## src/rtl/json_string_unescape_utf8_assert.svh

```systemverilog
// assertion macros for the json string unescaper
// expects clk and arst_n in the scope where they are used
`ifndef JSON_STRING_UNESCAPE_UTF8_ASSERT_SVH
`define JSON_STRING_UNESCAPE_UTF8_ASSERT_SVH

// same-cycle implication, checked out of reset
`define JSU_ASSERT(label, ante, cons, msg) \
	label: assert property (@(posedge clk) disable iff (!arst_n) (ante) |-> (cons)) \
		else $error(msg);

// next-cycle implication, checked out of reset
`define JSU_ASSERT_NEXT(label, ante, cons, msg) \
	label: assert property (@(posedge clk) disable iff (!arst_n) (ante) |=> (cons)) \
		else $error(msg);

`endif

```

## src/rtl/jsu_pkg.sv

```systemverilog
// shared types and constants for the json string unescaper
// no dependencies
`timescale 1ns / 1ps

package jsu_pkg;

	// result status codes
	localparam logic [1:0] ST_DATA = 2'd0;
	localparam logic [1:0] ST_DONE = 2'd1;
	localparam logic [1:0] ST_ERR  = 2'd2;

	localparam int CP_W   = 21;
	localparam int QDEPTH = 2;
	localparam int QPTR_W = $clog2(QDEPTH);
	localparam int QCNT_W = $clog2(QDEPTH + 1);

	// one command from the parser: a code point to encode, a raw string byte
	// to pass through as it is, or done / error
	typedef struct packed {
		logic [1:0]      status;
		logic            raw;
		logic [CP_W-1:0] cp;
	} cmd_t;

	// queue head as seen by the encoder
	typedef struct packed {
		logic valid;
		cmd_t cmd;
	} qhead_t;

endpackage

```

## src/rtl/jsu_front.sv

```systemverilog
// parser front end: takes input bytes, tracks escapes and surrogate pairs
// depends on jsu_pkg; pushes one command per result run into the queue
`timescale 1ns / 1ps

module jsu_front import jsu_pkg::*; (
	input  logic       clk,
	input  logic       arst_n,
	input  logic       s_tvalid,
	output logic       s_tready,
	input  logic [7:0] s_tdata,   // data_byte
	input  logic       s_tlast,   // end_of_input
	input  logic       q_full,
	output logic       push,
	output cmd_t       push_cmd
);

	localparam logic [2:0] PH_WAIT   = 3'd0;
	localparam logic [2:0] PH_STR    = 3'd1;
	localparam logic [2:0] PH_ESC    = 3'd2;
	localparam logic [2:0] PH_HEX    = 3'd3;
	localparam logic [2:0] PH_PAIRBS = 3'd4;
	localparam logic [2:0] PH_PAIRU  = 3'd5;

	logic [2:0]  phase_q, phase_n;
	logic [15:0] hex_accum_q, hex_accum_n;
	logic [1:0]  hex_cnt_q, hex_cnt_n;
	logic [15:0] high_q, high_n;
	logic        low_quad_q, low_quad_n;

	logic        accept;
	logic        err;
	logic        digit_ok;
	logic [3:0]  nib;
	logic [15:0] acc_new;
	logic        push_c;
	cmd_t        cmd_c;

	assign s_tready = !q_full;
	assign accept   = s_tvalid && !q_full;
	assign push     = accept && push_c;
	assign push_cmd = cmd_c;

	always_comb begin
		digit_ok = 1'b1;
		nib      = 4'd0;
		if (s_tdata >= 8'h30 && s_tdata <= 8'h39) begin
			nib = s_tdata[3:0];
		end else if ((s_tdata >= 8'h61 && s_tdata <= 8'h66) ||
		             (s_tdata >= 8'h41 && s_tdata <= 8'h46)) begin
			nib = s_tdata[3:0] + 4'd9;
		end else begin
			digit_ok = 1'b0;
		end
	end

	assign acc_new = {hex_accum_q[11:0], nib};

	always_comb begin
		phase_n     = phase_q;
		hex_accum_n = hex_accum_q;
		hex_cnt_n   = hex_cnt_q;
		high_n      = high_q;
		low_quad_n  = low_quad_q;
		err         = 1'b0;
		push_c      = 1'b0;
		cmd_c       = '0;

		if (s_tlast) begin
			err = 1'b1;
		end else begin
			unique case (phase_q)
				PH_STR: begin
					if (s_tdata == 8'h22) begin
						phase_n      = PH_WAIT;
						push_c       = 1'b1;
						cmd_c.status = ST_DONE;
					end else if (s_tdata == 8'h5C) begin
						phase_n = PH_ESC;
					end else begin
						// string bytes leave unchanged, even above 0x7f
						push_c    = 1'b1;
						cmd_c.raw = 1'b1;
						cmd_c.cp  = {13'd0, s_tdata};
					end
				end
				PH_ESC: begin
					push_c  = 1'b1;
					phase_n = PH_STR;
					unique case (s_tdata)
						8'h22, 8'h5C, 8'h2F: cmd_c.cp = {13'd0, s_tdata};
						8'h62: cmd_c.cp = 21'h08;
						8'h66: cmd_c.cp = 21'h0C;
						8'h6E: cmd_c.cp = 21'h0A;
						8'h72: cmd_c.cp = 21'h0D;
						8'h74: cmd_c.cp = 21'h09;
						8'h75: begin
							push_c      = 1'b0;
							phase_n     = PH_HEX;
							low_quad_n  = 1'b0;
							hex_accum_n = 16'd0;
							hex_cnt_n   = 2'd0;
						end
						default: err = 1'b1;
					endcase
				end
				PH_HEX: begin
					if (!digit_ok) begin
						err = 1'b1;
					end else begin
						hex_accum_n = acc_new;
						hex_cnt_n   = hex_cnt_q + 2'd1;
						if (hex_cnt_q == 2'd3) begin
							if (!low_quad_q) begin
								if (acc_new < 16'hD800 || acc_new > 16'hDBFF) begin
									phase_n  = PH_STR;
									push_c   = 1'b1;
									cmd_c.cp = {5'd0, acc_new};
								end else begin
									high_n  = acc_new;
									phase_n = PH_PAIRBS;
								end
							end else if (acc_new < 16'hDC00 || acc_new > 16'hDFFF) begin
								err = 1'b1;
							end else begin
								// high holds 110110xx_xxxxxxxx, so only the low ten bits matter
								low_quad_n = 1'b0;
								phase_n    = PH_STR;
								push_c     = 1'b1;
								cmd_c.cp   = {1'b0, high_q[9:0], acc_new[9:0]} + 21'h10000;
							end
						end
					end
				end
				PH_PAIRBS: begin
					if (s_tdata != 8'h5C) err = 1'b1;
					else phase_n = PH_PAIRU;
				end
				PH_PAIRU: begin
					if (s_tdata != 8'h75) begin
						err = 1'b1;
					end else begin
						phase_n     = PH_HEX;
						low_quad_n  = 1'b1;
						hex_accum_n = 16'd0;
						hex_cnt_n   = 2'd0;
					end
				end
				default: begin
					phase_n = PH_WAIT;
					if (s_tdata == 8'h22) begin
						phase_n = PH_STR;
					end else if (!(s_tdata == 8'h20 || (s_tdata >= 8'h09 && s_tdata <= 8'h0D))) begin
						err = 1'b1;
					end
				end
			endcase
		end

		if (err) begin
			phase_n      = PH_WAIT;
			low_quad_n   = 1'b0;
			hex_cnt_n    = 2'd0;
			push_c       = 1'b1;
			cmd_c        = '0;
			cmd_c.status = ST_ERR;
		end
	end

	always_ff @(posedge clk or negedge arst_n) begin
		if (!arst_n) begin
			phase_q     <= PH_WAIT;
			hex_accum_q <= 16'd0;
			hex_cnt_q   <= 2'd0;
			high_q      <= 16'd0;
			low_quad_q  <= 1'b0;
		end else if (accept) begin
			phase_q     <= phase_n;
			hex_accum_q <= hex_accum_n;
			hex_cnt_q   <= hex_cnt_n;
			high_q      <= high_n;
			low_quad_q  <= low_quad_n;
		end
	end

endmodule

```

## src/rtl/jsu_queue.sv

```systemverilog
// short command queue between parser and encoder
// depends on jsu_pkg
`timescale 1ns / 1ps

module jsu_queue import jsu_pkg::*; (
	input  logic   clk,
	input  logic   arst_n,
	input  logic   push,
	input  cmd_t   push_cmd,
	output logic   full,
	input  logic   pop,
	output qhead_t head
);

	cmd_t              mem_q [QDEPTH];
	logic [QPTR_W-1:0] wr_ptr_q;
	logic [QPTR_W-1:0] rd_ptr_q;
	logic [QCNT_W-1:0] cnt_q;

	assign full       = (cnt_q == QCNT_W'(QDEPTH));
	assign head.valid = (cnt_q != '0);
	assign head.cmd   = mem_q[rd_ptr_q];

	always_ff @(posedge clk) begin
		if (push) mem_q[wr_ptr_q] <= push_cmd;
	end

	always_ff @(posedge clk or negedge arst_n) begin
		if (!arst_n) begin
			wr_ptr_q <= '0;
			rd_ptr_q <= '0;
			cnt_q    <= '0;
		end else begin
			if (push) wr_ptr_q <= (wr_ptr_q == QPTR_W'(QDEPTH - 1)) ? '0 : wr_ptr_q + 1'b1;
			if (pop)  rd_ptr_q <= (rd_ptr_q == QPTR_W'(QDEPTH - 1)) ? '0 : rd_ptr_q + 1'b1;
			if (push && !pop)      cnt_q <= cnt_q + 1'b1;
			else if (pop && !push) cnt_q <= cnt_q - 1'b1;
		end
	end

endmodule

```

## src/rtl/jsu_back.sv

```systemverilog
// encoder back end: turns queued commands into utf-8 result transfers
// depends on jsu_pkg; drives the registered output stream
`timescale 1ns / 1ps

module jsu_back import jsu_pkg::*; (
	input  logic       clk,
	input  logic       arst_n,
	input  qhead_t     head,
	output logic       pop,
	output logic       m_tvalid,
	input  logic       m_tready,
	output logic [7:0] m_tdata,   // out_byte
	output logic [1:0] m_tuser,   // status
	output logic       m_tlast    // last_of_run
);

	logic            valid_q;
	logic [7:0]      byte_q;
	logic [1:0]      status_q;
	logic            last_q;
	logic [1:0]      idx_q;

	logic            load;
	logic [1:0]      nb_m1;
	logic [7:0]      byte_c;
	logic            last_c;
	logic [CP_W-1:0] cp;

	assign cp       = head.cmd.cp;
	assign load     = head.valid && (!valid_q || m_tready);
	assign last_c   = (idx_q == nb_m1);
	assign pop      = load && last_c;

	assign m_tvalid = valid_q;
	assign m_tdata  = byte_q;
	assign m_tuser  = status_q;
	assign m_tlast  = last_q;

	// raw string bytes are a single transfer of the byte itself
	always_comb begin
		if (head.cmd.status != ST_DATA || head.cmd.raw) nb_m1 = 2'd0;
		else if (cp <= 21'h7F)          nb_m1 = 2'd0;
		else if (cp <= 21'h7FF)         nb_m1 = 2'd1;
		else if (cp <= 21'hFFFF)        nb_m1 = 2'd2;
		else                            nb_m1 = 2'd3;
	end

	always_comb begin
		byte_c = 8'd0;
		if (head.cmd.status == ST_DATA) begin
			if (idx_q == 2'd0) begin
				unique case (nb_m1)
					2'd0: byte_c = cp[7:0];
					2'd1: byte_c = {3'b110, cp[10:6]};
					2'd2: byte_c = {4'b1110, cp[15:12]};
					2'd3: byte_c = {5'b11110, cp[20:18]};
				endcase
			end else begin
				// continuation byte: six bits counted down from the lead
				unique case (nb_m1 - idx_q)
					2'd0: byte_c = {2'b10, cp[5:0]};
					2'd1: byte_c = {2'b10, cp[11:6]};
					2'd2: byte_c = {2'b10, cp[17:12]};
					2'd3: byte_c = {2'b10, cp[5:0]};
				endcase
			end
		end
	end

	always_ff @(posedge clk) begin
		if (load) begin
			byte_q   <= byte_c;
			status_q <= head.cmd.status;
			last_q   <= last_c;
		end
	end

	always_ff @(posedge clk or negedge arst_n) begin
		if (!arst_n) begin
			valid_q <= 1'b0;
			idx_q   <= 2'd0;
		end else begin
			if (load) begin
				valid_q <= 1'b1;
				idx_q   <= last_c ? 2'd0 : idx_q + 2'd1;
			end else if (m_tready) begin
				valid_q <= 1'b0;
			end
		end
	end

endmodule

```

## src/rtl/json_string_unescape_utf8.sv

```systemverilog
// JSON string unescaper with utf-8 encoding of \u escapes: top level.
// Takes one input byte per cycle. Each result run (a data byte, the 1 to 4
// bytes of an encoded code point, a done or an error) leaves as one output
// transfer per byte, one per cycle while m_tready is high; a \u escape that
// expands to a multi-byte sequence keeps the encoder busy until its last
// byte is loaded, and a two-entry command queue lets the parser go on taking
// bytes meanwhile. Input is held off only when that queue is full.
// Depends on jsu_pkg, jsu_front, jsu_queue, jsu_back and the assertion header.
`timescale 1ns / 1ps

`include "json_string_unescape_utf8_assert.svh"

module json_string_unescape_utf8 import jsu_pkg::*; (
	input  logic       clk,
	input  logic       arst_n,
	input  logic       s_tvalid,
	output logic       s_tready,
	input  logic [7:0] s_tdata,   // data_byte
	input  logic       s_tlast,   // end_of_input
	output logic       m_tvalid,
	input  logic       m_tready,
	output logic [7:0] m_tdata,   // out_byte
	output logic [1:0] m_tuser,   // status
	output logic       m_tlast    // last_of_run
);

	logic   push;
	cmd_t   push_cmd;
	logic   q_full;
	logic   pop;
	qhead_t head;

	jsu_front u_front (
		.clk      (clk),
		.arst_n   (arst_n),
		.s_tvalid (s_tvalid),
		.s_tready (s_tready),
		.s_tdata  (s_tdata),
		.s_tlast  (s_tlast),
		.q_full   (q_full),
		.push     (push),
		.push_cmd (push_cmd)
	);

	jsu_queue u_queue (
		.clk      (clk),
		.arst_n   (arst_n),
		.push     (push),
		.push_cmd (push_cmd),
		.full     (q_full),
		.pop      (pop),
		.head     (head)
	);

	jsu_back u_back (
		.clk      (clk),
		.arst_n   (arst_n),
		.head     (head),
		.pop      (pop),
		.m_tvalid (m_tvalid),
		.m_tready (m_tready),
		.m_tdata  (m_tdata),
		.m_tuser  (m_tuser),
		.m_tlast  (m_tlast)
	);

	// done and error are single-transfer runs with a zero byte
	`JSU_ASSERT(a_ctrl_run, m_tvalid && m_tuser != ST_DATA, m_tlast && m_tdata == 8'd0, "control result malformed")
	// end of input always queues an error
	`JSU_ASSERT(a_eoi_err, s_tvalid && s_tready && s_tlast, push && push_cmd.status == ST_ERR, "end of input without error")
	// output only fills from a queued command
	`JSU_ASSERT_NEXT(a_no_phantom, !head.valid && !(m_tvalid && !m_tready), !m_tvalid, "output valid with empty queue")

endmodule

```

## config.mk

```make
export PLATFORM = sky130hd
export DESIGN_NAME = json_string_unescape_utf8
export DESIGN_NICKNAME = d
export VERILOG_FILES = /design/src/rtl/jsu_pkg.sv /design/src/rtl/jsu_front.sv /design/src/rtl/jsu_queue.sv /design/src/rtl/jsu_back.sv /design/src/rtl/json_string_unescape_utf8.sv
export VERILOG_INCLUDE_DIRS = /design/src /design/src/rtl
export SDC_FILE = /design/constraint.sdc
export NUM_CORES = 1
export LEC_CHECK = 0
export BUFFER_PORTS_ARGS = -buffer_cell sky130_fd_sc_hd__clkbuf_2
export CAP_MARGIN = 20
export CORE_MARGIN = 8
export CORE_UTILIZATION = 56
export CTS_CLUSTER_DIAMETER = 120
export CTS_CLUSTER_SIZE = 8
export DETAILED_ROUTE_END_ITERATION = 8
export HOLD_SLACK_MARGIN = 0.15
export PLACE_DENSITY = 0.75
export SETUP_SLACK_MARGIN = 0.05
export SLEW_MARGIN = 20
export SYNTH_ARGS = -nofsm -noshare
export SYNTH_HDL_FRONTEND = slang
export SYNTH_SLANG_ARGS = --single-unit
```

## constraint.sdc

```tcl
create_clock -name clk -period 3.4 [get_ports clk]
set_input_delay 0.68 -clock clk [delete_from_list [all_inputs] [get_ports clk]]
set_output_delay 0.68 -clock clk [all_outputs]
set_load 0.02 [all_outputs]
```

# After elaboration in Yosys (flattened, before gate mapping)
# Memory sizes are Yosys's and may differ from the RTL's.
# Index checks and enable logic that the tools add are counted.
# totals
register_bits	46
latchBits	0
ram_bits	48
mem_bits_ro	0
input_bits	13
output_inout_bits	13
n_memories	1
# classes
addsub	9
multipliers	0
n_div	0
n_lt_le_gt_ge	15
eq_ne	37
shifts	0
mux	86
n_bitwise	3
reduce_logical	38
# mem_list
memory	depth	word_bits	read_ports	rd_ports_with_merged_regs	write_ports	line_no	source
u_queue.mem_q	2	24	1	0	1	jsu_queue.sv:15	cmd_t mem_q [QDEPTH];
# ops
op	count
2-to-1 mux 21 bit	4
one-hot mux 21 bit (3 select lines)	1
equality test 8 x 7 -> 1 bit, second input constant	7
2-to-1 mux 24 bit	2
one-hot mux 8 bit (6 select lines)	1
2-to-1 mux 22 bit	2
2-to-1 mux 1 bit	37
2-to-1 mux 12 bit	3
one-hot mux 12 bit (3 select lines)	1
2-to-1 mux 3 bit	11
> comparator 16 bit, second input constant	2
less-than comparator 16 bit, second input constant	2
one-hot mux 8 bit (4 select lines)	1
2-to-1 mux 2 bit	13
equality test 8 x 6 -> 1 bit, second input constant	3
one-hot mux 8 bit (3 select lines)	1
adder 20 x 17 -> 21 bit, second input constant	1
less-or-equal comparator 21 x 11 -> 1 bit, second input constant	1
less-or-equal comparator 21 x 16 -> 1 bit, second input constant	1
less-or-equal comparator 21 x 7 -> 1 bit, second input constant	1
>= comparator 8 x 7 -> 1 bit, second input constant	2
less-or-equal comparator 8 x 7 -> 1 bit, second input constant	2
2-to-1 mux 16 bit	1
!= test 8 x 7 -> 1 bit, second input constant	2
41 further kinds	86

# Logic depth before layout (Yosys ltp)
# depth
depth_word	19
ltp_mapped	15
mapped_depth_nobuf	13

# Modules after synthesis
# From an unflattened synthesis, not the netlist that was laid out.
# unflattened
hier_cells	492
hier_area_um2	5392.7
# by_module_without_submodules
mod	n_inst	cells_per_inst	area_each_um2	seq_area_each_um2
jsu_front	1	293	2321.0	700.7
jsu_queue	1	91	2023.2	1541.5
jsu_back	1	108	1048.5	405.4

# Least setup slack after synthesis
# Ideal clock, no wire load.
# synth_path
path_type	input port to flip-flop
from	input s_tdata[0]
to	memory u_queue.mem_q[1][0] (netlist bit), enable pin
arrival_time_ns	3.350
setup_slack_ns	-0.354
cell_stages	8
path_cell_list	inv_1 ha_1 o21bai_1 a2111oi_4 a21oi_2 nor2_1 o31ai_4 nor2_1
# synth_via
elab_chain_cells	17
word_cells_on_any_way	63
classes_between	add/sub: 1; order compare: 12; eq/ne: 12; mux: 28; reduce/logical: 10
# synth_rtl
element	line_no	source
start: declaration	json_string_unescape_utf8.sv:18	input logic [7:0] s_tdata,
>= comparator 8 x 7 -> 1 bit, or another cell as far along	jsu_front.sv:48	end else if ((s_tdata >= 8'h61 && s_tdata <= 8'h66) ||
logical AND 1 bit (on tied branches)	jsu_front.sv:48, jsu_front.sv:49	
logical OR 1 bit	jsu_front.sv:48	
2-to-1 mux 4 bit	jsu_front.sv:48	
2-to-1 mux 4 bit	jsu_front.sv:46	if (s_tdata >= 8'h30 && s_tdata <= 8'h39) begin
less-than comparator 16 bit, or another cell as far along	jsu_front.sv:122	end else if (acc_new < 16'hDC00 || acc_new > 16'hDFFF) begin
logical OR 1 bit (on tied branches)	jsu_front.sv:122, jsu_front.sv:114	
2-to-1 mux 1 bit (on tied branches)	jsu_front.sv:122, jsu_front.sv:114	
2-to-1 mux 1 bit	jsu_front.sv:113	if (!low_quad_q) begin
2-to-1 mux 1 bit	jsu_front.sv:112	if (hex_cnt_q == 2'd3) begin
2-to-1 mux 1 bit	jsu_front.sv:107	if (!digit_ok) begin
one-hot mux 1 bit (5 select lines) or one-hot mux 1 bit (3 select lines) (tied branches)	jsu_front.sv:71	unique case (phase_q)
2-to-1 mux 1 bit	jsu_front.sv:68	if (s_tlast) begin
2-to-1 mux 1 bit (*)	jsu_front.sv:159	if (err) begin
logical AND 1 bit (*)	jsu_front.sv:40	assign push = accept && push_c;
2-to-1 mux 1 bit (*)	jsu_queue.sv:25	if (push) mem_q[wr_ptr_q] <= push_cmd;
2-to-1 mux 1 bit (not written as such) (*)	jsu_queue.sv:25	
end: declaration	jsu_queue.sv:15	
# Mark *: on every way between the ends. The rest lies on a longest branch, timed or not.

# Worst setup path after layout
# layout_path
from	memory u_queue.mem_q[0][18] (netlist bit)
to	register u_back.byte_q[5], in the netlist u_back.m_tdata[5], data pin
# layout_via
elab_chain_cells	11
word_cells_on_any_way	21
classes_between	add/sub: 1; order compare: 3; eq/ne: 6; mux: 7; reduce/logical: 3; memory: 1
# layout_rtl
element	line_no	source
memory read (2 x 24 bit) (*)	-	
less-or-equal comparator 21 x 16 -> 1 bit	jsu_back.sv:44	else if (cp <= 21'hFFFF) nb_m1 = 2'd2;
2-to-1 mux 1 bit	jsu_back.sv:44	
2-to-1 mux 2 bit	jsu_back.sv:43	else if (cp <= 21'h7FF) nb_m1 = 2'd1;
2-to-1 mux 2 bit (*)	jsu_back.sv:42	else if (cp <= 21'h7F) nb_m1 = 2'd0;
2-to-1 mux 2 bit (*)	jsu_back.sv:41	if (head.cmd.status != ST_DATA || head.cmd.raw) nb_m1 = 2'd0;
subtractor 2 bit	jsu_back.sv:60	unique case (nb_m1 - idx_q)
equality test 2 bit or logical NOT 2 bit (tied branches)	jsu_back.sv:60	
OR reduction 2 bit (no line)	-	
one-hot mux 8 bit (3 select lines)	jsu_back.sv:60	
2-to-1 mux 8 bit (*)	jsu_back.sv:51	if (idx_q == 2'd0) begin
end signal: assignment	jsu_back.sv:72	byte_q <= byte_c;
end: declaration	jsu_back.sv:18	logic [7:0] byte_q;
# Mark *: on every way between the ends. The rest lies on a longest branch, timed or not. The select of a mux whose other input is x is not followed.
# A chain may end at the register's enable or synchronous reset.

==> impl_metrics.py <==
metrics = {
    "pwr": {
        "net-switching-power_w": 0.001215,
        "combPwrFrac_pct": 33.9,
        "p_int_w": 0.002265,
        "peakVddDrop_mv": 0.3334,
        "sequentialPowerShare_pct": 46.1,
        "clock_power_share_pct": 20.0,
        "p_leak_nw": 2.258,
        "swShare_pct": 34.91,
        "powerDensity_nw_per_um2": 589.5,
    },
    "die": {
        "ios": 26,
        "die_y_um": 113.1,
        "num_rows": 35,
        "die_w_um": 113.1,
        "dieArea_sq_um": 12780,
        "floorplan.initialDensity_pct": 57.37,
        "core_area_sq_um": 9196,
    },
    "placed_design": {
        "dpl.cell_count": 631,
        "io_buffers": 25,
        "place_congestion": 0.9156,
        "dp_hpwl_um": 9661,
    },
    "sta": {
        "finalCriticalPeriod_ps": 3146,
        "slew_headroom_pct": 37.54,
        "setup_violations": 0,
        "maxSlewViolCount": 0,
        "rsz0062_at_grt": "false",
        "skew_ps": 16.63,
        "worst_pin_slew_ps": 936.9,
        "final_hold_viol_count": 0,
        "fmax_mhz": 317.8,
        "timing.final.crit_share_pct": 92.54,
        "tns_ps": 0,
    },
    "min_path": {
        "hold_class": "input pin to async pin",
    },
    "clock_network": {
        "cts_sinks": 94,
        "clock_path_buffers": 2,
        "numCtsBuffers": 9,
        "cts_root_buf": "clkbuf_8",
        "htree_levels": 3,
        "clk_latency_ps": 350,
        "cts.clk_slew.worst_paths_ps": 100,
        "cts_setup_buffers": 0,
        "cts_tree": "done",
    },
    "critical_path": {
        "r2r_slack_ps": 250,
        "cp_data_required_time_ps": 3500,
        "start_kind": "register",
        "path_max_fanout": 6,
        "worstSetupEndpointType": "register",
        "arrival_ps": 3250,
        "path_class": "register to register",
    },
    "final_layout": {
        "drive_above_1_share_pct": 22.01,
        "layout_commonest_cell": "edfxtp_1",
        "fillers": 730,
        "final_cell_count_no_fill": 647,
        "area_delta_synth_final_pct": 11.90,
        "antenna_cells": 0,
        "final_cell_mix": "edfxtp_1, nor2_1, nand2_1",
        "fin_nets": 556,
    },
    "route": {
        "routedWlPerCell_um": 19.36,
        "ant_nets": 0,
        "totalWireLength_um": 12530,
        "num_vias": 4046,
        "dr.first_iter.drc_count": 312,
        "drcViolationCount": 0,
        "vias_per_cell": 6.253,
        "dr.pass1.iters": 5,
    },
    "flow_run": {
        "maxCapViolCount": 0,
    },
    "synthesis": {
        "async_reset_ff_share_pct": 37.23,
        "avgSynthCellArea_sq_um": 10.90,
        "synthTopCellsByArea": "edfxtp_1, dfrtp_1, mux2_2, mux2i_1, nor2_1",
        "synth_seq_cells": 94,
        "synth_top_area_cell": "edfxtp_1",
        "yosysUniqueCellTypes": 69,
        "synth_area_sq_um": 5276,
        "ys.flop_type": "edfxtp_1",
        "yosysWarningCount": 0,
        "syn-num-nets": 509,
        "synthCells": 484,
        "synth_edf_count": 59,
        "yosysSeqAreaShare_pct": 50.18,
        "synth_top_area_share_pct": 33.58,
    },
    "global_route": {
        "grt_pass1_wl_um": 20320,
        "grt_max_degree": 36,
        "grt_pass1_vias": 3992,
        "grt-ovfl-total": 0,
        "antenna_found_initial": 0,
        "grt_usage_pct": 19.95,
    },
    "outcome": {
        "status": "finished clean",
    },
}
==> timing repair <==
action,4_1_cts,5_1_grt
hold buffers,0,0
setup endpoints to repair,0,6
gates resized for setup,0,3
==> synthesized netlist by cell type, types with 3 or more instances <==
library cell  instances
a211o_1               5
a211oi_1              5
a21o_1                3
a21oi_1              17
a221oi_1              4
a22oi_1               5
a31oi_1               6
and2_1                6
and3_1                3
and3b_1               3
buf_2                 5
clkbuf_1              9
dfrtp_1              35
edfxtp_1             59
ha_1                 12
inv_1                23
mux2_2               24
mux2i_1              24
nand2_1              35
nand2b_1              7
nand3_1              16
nand4b_1              4
nor2_1               42
nor2b_1               6
nor3_1                9
nor3b_1               7
nor4_1                6
o211ai_1              7
o21a_1                6
o21ai_0              28
o22ai_1               4
or2_2                 3
xnor2_1               7
xor2_1                3
==> cells by family (layout without fill, tap and decap cells) <==
logic type | count (synthesis) | count (layout) | share of synthesized area, %
compound gates | 120 | 120 | 16.72
xor+xnor | 10 | 10 | 1.660
fa+ha+maj | 12 | 12 | 2.846
buf+inv | 42 | 94 | 3.320
flops | 94 | 94 | 50.18
mux | 48 | 48 | 9.675
simple gates | 158 | 158 | 15.60
==> per-layer routing <==
metal  global-route usage [%]  vias to the layer above  wire length [um]
met5                        0                        -                 0
met4                    7.105                        0               246
met3                    4.739                       18               772
met2                    32.58                      127              5948
met1                    25.30                     1976              5560
li1                         -                     1925                 -
==> critical path, stage by stage (launching register included) <==
cell and delay [ps]:
edfxtp_1 410, nor4_1 530, a32o_1 230, nand2_1 110, o21a_1 210, o21ai_0 110, ha_1 320, ha_1 390
inv_1 80, o21ai_0 80, o21a_1 180, o21ai_0 170, a31oi_1 60
==> power groups by stage <==
stage | logic, W | clock network (W) | registers [W]
floorplan | 0.000757 | 0 | 0.00163
global placement | 0.00115 | 0 | 0.00161
detailed placement | 0.00117 | 0 | 0.00162
CTS | 0.00118 | 0.000713 | 0.00160
global route | 0.00129 | 0.000753 | 0.00163
finish | 0.00118 | 0.000697 | 0.00160
==> path summary, 6_finish.rpt <==
check,start,endpoint,cells past startpoint
setup / recovery,u_queue.mem_q[0][18],u_back.m_tdata[5],12
hold / removal,arst_n,u_back.idx_q[0],1
setup reg to reg,u_queue.mem_q[0][18],u_back.m_tdata[5],12
hold reg to reg,u_front.high_q[1],u_front.high_q[1],2
max in group asynchronous,arst_n,u_queue.rd_ptr_q,1
min in group clk,u_front.high_q[1],u_front.high_q[1],2
==> state kept, by name (all words and copies together), names as in the netlist <==
name,cells
u_back.idx_q,2
u_queue.cnt_q,2
u_front.low_quad_q,1
u_front.phase_q,3
u_queue.mem_q,48
u_front.hex_accum_q,12
u_back.m_tuser,2
u_front.hex_cnt_q,2
u_queue.rd_ptr_q,1
u_back.m_tvalid,1
u_queue.wr_ptr_q,1
u_back.m_tdata,8
u_front.high_q,10
u_back.m_tlast,1
==> stage by stage <==
step	hold WS, ps	utilization [%]	cell area, sq um	power [W]	setup slack (ps)
global placement	468.8	62.01	5703	0.002766	145.9
CTS	470.7	64.05	5891	0.003487	147.6
global route	515.8	64.20	5904	0.003668	57.75
detailed placement	493.0	62.01	5703	0.002792	104.6
floorplan	384.4	-	5281	0.002390	34.13
finish	439.8	64.20	5904	0.003481	253.6
==> cell type report <==
| type | count | area [sq um] | area share, % |
|---|---|---|---|
| Inverter | 24 | 90.09 | 1.526 |
| Multi-Input combinational cell | 348 | 2471 | 41.85 |
| Tap cell | 111 | 138.9 | 2.352 |
| Timing Repair Buffer | 54 | 367.9 | 6.230 |
| Clock inverter | 6 | 50.05 | 0.8476 |
| Clock buffer | 10 | 137.6 | 2.331 |
| Sequential cell | 94 | 2649 | 44.86 |
Note: power is estimated with default switching activity, not from simulation.
